<file path="src/hw/rtl/dsu_pkg.sv">
// ============================================================================
// dsu_pkg: shared types and constants of the disjoint-set engine
// Holds the command codes, the queued command record and default sizes.
// ============================================================================
`timescale 1ns / 1ps
`default_nettype none

package dsu_pkg;

  // Default number of vertices in the forest.
  localparam int VERTICES_DEFAULT = 1024;

  // Width of a vertex number on the command port.
  localparam int VERTEX_W = 10;

  // Number of commands the queue between front and back can hold.
  localparam int QUEUE_DEPTH = 2;

  // Command classes as the front end hands them to the back end.
  typedef enum logic [1:0] {
    OP_MERGE   = 2'd0,
    OP_ASK     = 2'd1,
    OP_ASK_FAR = 2'd2
  } op_t;

  // One queued command.
  typedef struct packed {
    op_t                 op;
    logic [VERTEX_W-1:0] vertex_a;
    logic [VERTEX_W-1:0] vertex_b;
  } cmd_t;

endpackage

`default_nettype wire

</file>
<file path="src/hw/rtl/dsu_queue.sv">
// ============================================================================
// dsu_queue: command queue between front and back end
// A small circular buffer of classified commands.
// ============================================================================
`timescale 1ns / 1ps
`default_nettype none

module dsu_queue (
  input  wire logic          clk,
  input  wire logic          rst,
  input  wire logic          push,
  input  wire dsu_pkg::cmd_t push_entry,
  output logic               full,
  input  wire logic          pop,
  output dsu_pkg::cmd_t      pop_entry,
  output logic               empty
);

  localparam int D  = dsu_pkg::QUEUE_DEPTH;
  localparam int PW = (D > 1) ? $clog2(D) : 1;
  localparam int CW = $clog2(D + 1);

  dsu_pkg::cmd_t  entries [D];
  logic [PW-1:0]  head;
  logic [PW-1:0]  tail;
  logic [CW-1:0]  count;

  assign full      = (count == CW'(D));
  assign empty     = (count == '0);
  assign pop_entry = entries[head];

  // Storage for queued commands.
  always_ff @(posedge clk) begin
    if (push) begin
      entries[tail] <= push_entry;
    end
  end

  // Pointers and fill count.
  always_ff @(posedge clk) begin
    if (rst) begin
      head  <= '0;
      tail  <= '0;
      count <= '0;
    end else begin
      if (push) begin
        tail <= (tail == PW'(D - 1)) ? '0 : tail + PW'(1);
      end
      if (pop) begin
        head <= (head == PW'(D - 1)) ? '0 : head + PW'(1);
      end
      if (push && !pop) begin
        count <= count + CW'(1);
      end else if (pop && !push) begin
        count <= count - CW'(1);
      end
    end
  end

endmodule

`default_nettype wire

</file>
<file path="config.mk">
export PLATFORM = sky130hd
export DESIGN_NAME = dsu_queue
export DESIGN_NICKNAME = d
export VERILOG_FILES = /design/src/hw/rtl/dsu_pkg.sv /design/src/hw/rtl/dsu_queue.sv
export SDC_FILE = /design/constraint.sdc
export NUM_CORES = 1
export LEC_CHECK = 0
export BUFFER_PORTS_ARGS = -buffer_cell sky130_fd_sc_hd__buf_4
export CAP_MARGIN = 20
export CORE_MARGIN = 8
export CORE_UTILIZATION = 45
export CTS_BUF_LIST = sky130_fd_sc_hd__clkbuf_16
export CTS_CLUSTER_SIZE = 12
export DETAILED_ROUTE_END_ITERATION = 6
export MAX_ROUTING_LAYER = met4
export PLACE_DENSITY = 0.73
export SETUP_SLACK_MARGIN = 0.3
export SLEW_MARGIN = 10
export SYNTH_ARGS = -nofsm -noshare
export SYNTH_HDL_FRONTEND = slang
export SYNTH_SLANG_ARGS = --single-unit
</file>
<file path="constraint.sdc">
create_clock -name clk -period 2.1 [get_ports clk]
set_clock_uncertainty 0.15 [all_clocks]
set_input_delay 0.105 -clock clk [delete_from_list [all_inputs] [get_ports clk]]
set_output_delay 0.105 -clock clk [all_outputs]
set_load 0.02 [all_outputs]
</file>
==> results of run 1 <==
[layer usage]
metal	global-route usage (%)	wire, µm	share of wire (%)
met3	4.51	171	4.7
met4	4.44	30	0.82
met5	-	0	0
met1	12.3	1310	36
met2	23.6	2130	58
[cell families (layout without fill, tap and decap cells)]
| logic type | count (synthesis) | after routing | synth area share (%) |
|---|---|---|---|
| buffers and inverters | 3 | 88 | 0.770 |
| multiplexers | 22 | 22 | 13.9 |
| adder cells (fa/ha/maj) | 1 | 1 | 0.700 |
| XOR/XNOR | 4 | 4 | 1.96 |
| flip-flops | 49 | 49 | 79.6 |
| AND/OR/NAND/NOR | 9 | 9 | 2.59 |
| AO/OA/AOI/OAI | 2 | 2 | 0.560 |
[timing repair]
item / 4_1_cts / 5_1_grt
endpoints found under the hold margin: 49 / 0
hold buffers: 25 / 0
endpoints found under the setup margin: 14 / 0
resized for setup: 1 / 0
[final cells by class]
type	instances	share of cell area (%)
Clock inverter	3	1.45
Clock buffer	5	4.68
Sequential cell	49	53.2
Tap cell	50	2.34
Inverter	1	0.140
Timing Repair Buffer	79	25.0
Multi-Input combinational cell	38	13.2
[how the worst min path moves through the flow]
stage	from	to	slack (ns)	depth (start not counted)
final	push	count[0]$_SDFFE_PP0P_	0.15	4
after global routing	push	count[1]$_SDFFE_PP0P_	0.21	4
after CTS	push	count[0]$_SDFFE_PP0P_	0.16	4
after detailed placement	push_entry[2]	entries[0][2]$_DFFE_PP_	0.14	1
after global placement	push_entry[11]	entries[0][11]$_DFFE_PP_	0.14	1
after floorplan	rst	count[1]$_SDFFE_PP0P_	0.02	1
[layout by cell type (no fill, tap or decap)]
master and count:
a21oi_1 1, and2_1 1, and2b_2 1, buf_12 1, buf_4 53, bufinv_16 1
clkbuf_16 5, clkinv_2 1, dfxtp_1 4, dfxtp_2 1, dlygate4sd3_1 25, edfxtp_1 44
ha_1 1, inv_1 2, mux2_2 22, nor2_1 5, nor2b_2 1, o21ai_0 1
or3_1 1, xnor2_1 2, xor2_1 2
[critical path: cells and delay by family, from the launching register on]
family,cells,cell delay [ns]
DFF,1,0.45
buffers and inverters,2,0.35
muxes,1,0.35
[sequential cells by signal, indices dropped and copies added (netlist names), named ones only]
| name | flops |
|---|---|
| entries | 44 |
| count | 2 |
| head | 1 |
| tail | 1 |
[where the power goes]
| part | leakage (nW) | switching (mW) | internal (mW) |
|---|---|---|---|
| Combinational | 0.507 | 0.178 | 0.203 |
| Clock | 0.0850 | 0.307 | 0.554 |
| Sequential | 0.455 | 0.0271 | 1.13 |
| Total | 1.05 | 0.513 | 1.89 |
[stage by stage]
step                      setup slack, ns  instance area (µm²)  cells  utilization, %
after floorplan                     0.623                 1790     90               -
after global placement              0.575                 2260    192            57.7
after detailed placement            0.560                 2260    192            57.7
after CTS                           0.400                 2680    225            68.4
after global routing                0.344                 2680    225            68.4
final                               0.420                 2680    225            68.4
==> flow_metrics.env, run 1 <==
export IMPL_outcome="finished clean"
export IMPL_ios=50
export IMPL_r2r_cells=3
export IMPL_vias=1057
export IMPL_endpoint="pop_entry[2]"
export IMPL_place_gp_congestion=0.639
export IMPL_crit_fanout=14
export IMPL_cts_tree="yes"
export IMPL_std_cell_rows=23
export IMPL_final_period_utilization_pct=80.0
export IMPL_netlist_area_mm2=0.00179
export IMPL_setup_violations=0
export IMPL_final_layout_size_suffix_gt1_share_pct=49.1
export IMPL_synth_cell_types=15
export IMPL_report_final_slew_viol_count=0
export IMPL_die_h_um=79.0
export IMPL_wl_um=3640
export IMPL_startpoint_type="flop"
export IMPL_cpPeakStageDelay_ns=0.45
export IMPL_netlist_top_cells_area="edfxtp_1 74%, mux2_2 14%, dfxtp_1 5.6%, nor2_1 1.1%, xnor2_1 0.98%"
export IMPL_reg2reg_slack_ns=0.72
export IMPL_path_clk_slew_ns=0.06
export IMPL_min_path_type="in -> reg"
export IMPL_initial_core_util_pct=45.7
export IMPL_core_mm2=0.00391
export IMPL_clockBufferDepth=2
export IMPL_antenna_found_initial=0
export IMPL_yosysTopAreaCellShare_pct=73.9
export IMPL_r2r_start="tail$_SDFFE_PP0P_"
export IMPL_htree_levels=2
export IMPL_slew_headroom_pct=85.0
export IMPL_route_detailed_drc=0
export IMPL_ys_async_sr_fraction_pct=0
export IMPL_max_cap_violations=0
export IMPL_ys_seq_elements=49
export IMPL_worst_hold_slack_ns=0.153
export IMPL_p_leak_nw=1.05
export IMPL_period_needed_ns=1.68
export IMPL_crit_type="reg -> out"
export IMPL_grt_pass1_vias=1213
export IMPL_ys_warn_count=0
export IMPL_fillCellCount=290
export IMPL_root_buffer="clkbuf_16"
export IMPL_clock_sinks=49
export IMPL_worstSetupEndpointType="output pin"
export IMPL_n_antenna_cell=0
export IMPL_fmax_mhz=595
export IMPL_synth_nets=117
export IMPL_dr_pass1_iters=4
export IMPL_vias_per_cell=4.70
export IMPL_hold_viol=0
export IMPL_final_nets=201
export IMPL_r2r_end="tail$_SDFFE_PP0P_"
export IMPL_portBuffers=49
export IMPL_p_per_area_mw_per_mm2=899
export IMPL_die_w_um=79.0
export IMPL_crit_arrival_ns=1.43
export IMPL_place_hpwl_um=2510
export IMPL_synth_edf_count=44
export IMPL_regArea_mm2=0.00142
export IMPL_critPathSlowestCell="dfxtp_2"
export IMPL_synth_flop_cell="edfxtp_1"
export IMPL_vdd_ir_drop_max_uv=571
export IMPL_rsz0062_at_grt="false"
export IMPL_yosys_top_cells_count="44 x edfxtp_1, 22 x mux2_2, 5 x dfxtp_1, 5 x nor2_1"
export IMPL_grt_total_usage_pct=12.9
export IMPL_p_total_mw=2.40
export IMPL_post_cts_repair_setup_buffers=0
export IMPL_dr_first_iter_drc_count=65
export IMPL_path_cells="buf_12 -> mux2_2 -> buf_4"
export IMPL_clock_latency_ns=0.28
export IMPL_yosysMostFrequentCell="edfxtp_1"
export IMPL_synthCells=90
export IMPL_avgSynthCellArea_um2=19.9
export IMPL_tns_ns=0
export IMPL_ys_seq_area_share_pct=79.6
export IMPL_multi_input_area_um2=354
export IMPL_wl_per_cell_um=16.2
export IMPL_synth_top_area_cell="edfxtp_1"
export IMPL_numCtsBuffers=5
export IMPL_worst_pin_slew_ns=0.224
export IMPL_dieArea_mm2=0.00624
export IMPL_syn2layout_area_growth_pct=49.7
export IMPL_required_ns=1.85
export IMPL_gr_total_overflow=0
export IMPL_grt_pass1_wl_um=5950
export IMPL_ant_nets=0
export IMPL_grt_start_max_net_pins=16
Note: power is estimated with default switching activity, not from simulation.
==> run 2: changes to the inputs <==
--- a/config.mk
+++ b/config.mk
@@ -5,6 +5,7 @@
 export SDC_FILE = /design/constraint.sdc
 export NUM_CORES = 1
 export LEC_CHECK = 0
+export ABC_AREA = 1
 export BUFFER_PORTS_ARGS = -buffer_cell sky130_fd_sc_hd__buf_4
 export CAP_MARGIN = 20
 export CORE_MARGIN = 8
@@ -13,7 +14,7 @@
 export CTS_CLUSTER_SIZE = 12
 export DETAILED_ROUTE_END_ITERATION = 6
 export MAX_ROUTING_LAYER = met4
-export PLACE_DENSITY = 0.73
+export PLACE_DENSITY = 0.76
 export SETUP_SLACK_MARGIN = 0.3
 export SLEW_MARGIN = 10
 export SYNTH_ARGS = -nofsm -noshare
==> constraint.sdc (replaced) <==
create_clock -name clk -period 1.41 [get_ports clk]
set_clock_uncertainty 0.15 [all_clocks]
set_input_delay 0.0705 -clock clk [delete_from_list [all_inputs] [get_ports clk]]
set_output_delay 0.0705 -clock clk [all_outputs]
set_load 0.02 [all_outputs]
==> run 2 against run 1 <==
Against the previous run:
- the run now ends with setup timing left
- via count grew 9.5%
- sequential share of layout area shrank 6.4 points
- critical endpoint unchanged
- area after synthesis grew 1.8%
- sequential power grew 47%
- power grew 49%
- first-iteration DRC count shrank 7.7%
- wire length grew 6.8%
==> flow_metrics.env, run 2 <==
export IMPL_outcome="finished with violations"
export IMPL_violations="setup timing"
export IMPL_dr_first_iter_drc_count=60
export IMPL_path_delay_family="flip-flops"
export IMPL_synth_cell_types=14
export IMPL_fillCellCount=210
export IMPL_synth_edf_count=44
export IMPL_vias_per_cell=4.74
export IMPL_worstSetupEndpointType="output pin"
export IMPL_die_w_um=79.6
export IMPL_dieArea_mm2=0.00633
export IMPL_synth_top_area_cell="edfxtp_1"
export IMPL_numCtsBuffers=5
export IMPL_p_clk_share_pct=31.7
export IMPL_synth_nets=128
export IMPL_crit_arrival_ns=1.28
export IMPL_clock_sinks=49
export IMPL_dr_pass1_iters=3
export IMPL_std_cell_rows=23
export IMPL_die_h_um=79.6
export IMPL_route_detailed_drc=0
export IMPL_slew_headroom_pct=87.0
export IMPL_gr_total_overflow=0
export IMPL_reg_top3="entries: 44 flops, count: 2 flops"
export IMPL_grt_pass1_wl_um=5930
export IMPL_wl_um=3890
export IMPL_p_leak_nw=1.25
export IMPL_yosys_top_cells_count="44 x edfxtp_1, 22 x mux2_2, 9 x inv_1, 7 x nor2_1"
export IMPL_synth_flop_cell="edfxtp_1"
export IMPL_clockBufferDepth=2
export IMPL_combPwrFrac_pct=20.3
export IMPL_place_gp_congestion=0.708
export IMPL_fmax_mhz=665
export IMPL_vias=1157
export IMPL_setup_violations=22
export IMPL_grt_start_max_net_pins=17
export IMPL_worst_pin_slew_ns=0.194
export IMPL_required_ns=1.19
export IMPL_ios=50
export IMPL_timing_final_ws_setup_ns=-0.0933
export IMPL_netlist_top_cells_area="edfxtp_1 73%, mux2_2 14%, dfxtp_1 5.5%, inv_1 1.9%, nor2_1 1.4%"
export IMPL_final_cell_mix="44 x edfxtp_1, 29 x buf_6, 26 x buf_4"
export IMPL_cts_tree="yes"
export IMPL_final_period_utilization_pct=107
export IMPL_internal_power_mw=2.76
export IMPL_largest_reg_flops=44
export IMPL_cpPeakStageDelay_ns=0.40
export IMPL_vdd_ir_drop_max_uv=814
export IMPL_report_final_slew_viol_count=0
export IMPL_tns_ns=-1.61
export IMPL_ys_async_sr_fraction_pct=0
export IMPL_top_register="entries"
export IMPL_syn2layout_area_growth_pct=68.2
export IMPL_period_needed_ns=1.50
export IMPL_avgSynthCellArea_um2=18.0
export IMPL_p_per_area_mw_per_mm2=1170
export IMPL_grt_total_usage_pct=12.4
export IMPL_final_common_cell="edfxtp_1"
export IMPL_path_clk_slew_ns=0.06
export IMPL_hold_viol=0
export IMPL_max_cap_violations=0
export IMPL_grt_pass1_vias=1241
export IMPL_p_seq_share_pct=47.9
export IMPL_ys_seq_area_share_pct=78.2
export IMPL_core_mm2=0.00394
export IMPL_rsz0062_at_grt="true"
export IMPL_antenna_found_initial=0
export IMPL_initial_core_util_pct=46.1
export IMPL_path_cells="clkbuf_16 -> mux2_4 -> buf_6"
export IMPL_p_total_mw=3.58
export IMPL_n_antenna_cell=0
export IMPL_r2r_start="tail$_SDFFE_PP0P_"
export IMPL_switchingPower_uw=821
export IMPL_yosysTopAreaCellShare_pct=72.7
export IMPL_switching_share_pct=23.0
export IMPL_crit_fanout=6
export IMPL_critPathSlowestCell="dfxtp_4"
export IMPL_startpoint_type="flop"
export IMPL_clock_latency_ns=0.28
export IMPL_final_nets=220
export IMPL_place_hpwl_um=2510
export IMPL_ys_warn_count=0
export IMPL_wl_per_cell_um=15.9
export IMPL_portBuffers=49
export IMPL_yosysMostFrequentCell="edfxtp_1"
export IMPL_root_buffer="clkbuf_16"
export IMPL_critPathBufInv=2
export IMPL_htree_levels=2
export IMPL_netlist_area_mm2=0.00182
export IMPL_crit_type="reg -> out"
export IMPL_min_path_type="in -> reg"
export IMPL_hold_path_startpoint="push"
export IMPL_reg2reg_slack_ns=0.19
export IMPL_final_layout_size_suffix_gt1_share_pct=53.6
export IMPL_ys_seq_elements=49
export IMPL_ant_nets=0
export IMPL_synthCells=101
[run 2: cell types whose count changed after synthesis, moves of 2 or more]
cell     change
buf_6        +2
nand2_1      +5
buf_2        -2
nor2_1       +2
inv_1        +8
xor2_1       -2
[run 2: worst reg2reg max path, delay by kind of cell, from the launching register on]
kind	cells	cell delay, ns
and+or+nand+nor	1	0.06
buffers and inverters	3	0.42
DFF	1	0.36
[run 2: kinds of logic (layout without fill, tap and decap cells)]
group / after synthesis / in the layout / share of synthesized area (%)
simple gates: 15 / 15 / 3.37
fa+ha+maj: 1 / 1 / 0.688
xor+xnor: 1 / 1 / 0.482
compound gates: 2 / 2 / 0.550
buf+inv: 11 / 104 / 3.10
flops: 49 / 49 / 78.2
mux: 22 / 22 / 13.6
[run 2: layout make-up]
class / count / area (µm²) / area share, %
well taps: 50 / 62.6 / 2.05
clock inverters: 3 / 22.5 / 0.736
flip-flops and latches: 49 / 1430 / 46.8
clock buffers: 5 / 125 / 4.09
repair buffers: 87 / 925 / 30.2
multi-input cells: 41 / 454 / 14.9
inverters: 9 / 37.5 / 1.23
[run 2: metal layers]
metal  part of all wire (%)  up-vias  track usage [%]
met5                      0        -                -
met4                    1.4        0             4.07
met3                    3.4        6             3.04
met2                     55       27             20.8
met1                     40      560             14.1
li1                       -      564                -
[run 2: worst paths after layout]
| path | end | depth (start not counted) |
|---|---|---|
| max | pop_entry[2] | 3 |
| min | tail$_SDFFE_PP0P_ | 3 |
| min reg2reg | count[0]$_SDFFE_PP0P_ | 2 |
| max reg2reg | entries[1][3]$_DFFE_PP_ | 4 |
[run 2: power groups by stage]
stage	Clock, mW	Sequential (mW)	Combinational [mW]
floorplan	0	1.73	0.270
global placement	0	1.73	0.481
detailed placement	0	1.73	0.497
CTS	1.15	1.71	0.650
global route	1.22	1.72	0.770
finish	1.14	1.71	0.727
[run 2: repair_timing]
action	4_1_cts	5_1_grt
setup endpoints to repair	45	70
gates resized for setup	44	28
gates cloned	2	2
pin swaps	1	3
hold buffers	24	0
setup buffers	1	3
endpoints found under the hold margin	49	0
[run 2: through the flow]
stage / utilization, % / std cells / hold WS, ns / setup WS [ns] / cell area [µm²]
floorplan: - / 101 / -0.0145 / 0.196 / 1830
global placement: 58.3 / 204 / 0.107 / 0.173 / 2300
detailed placement: 58.3 / 204 / 0.108 / 0.148 / 2300
CTS: 73.2 / 239 / 0.0198 / -0.117 / 2890
global route: 77.6 / 244 / 0.0111 / -0.129 / 3060
finish: 77.6 / 244 / 0.0169 / -0.0933 / 3060
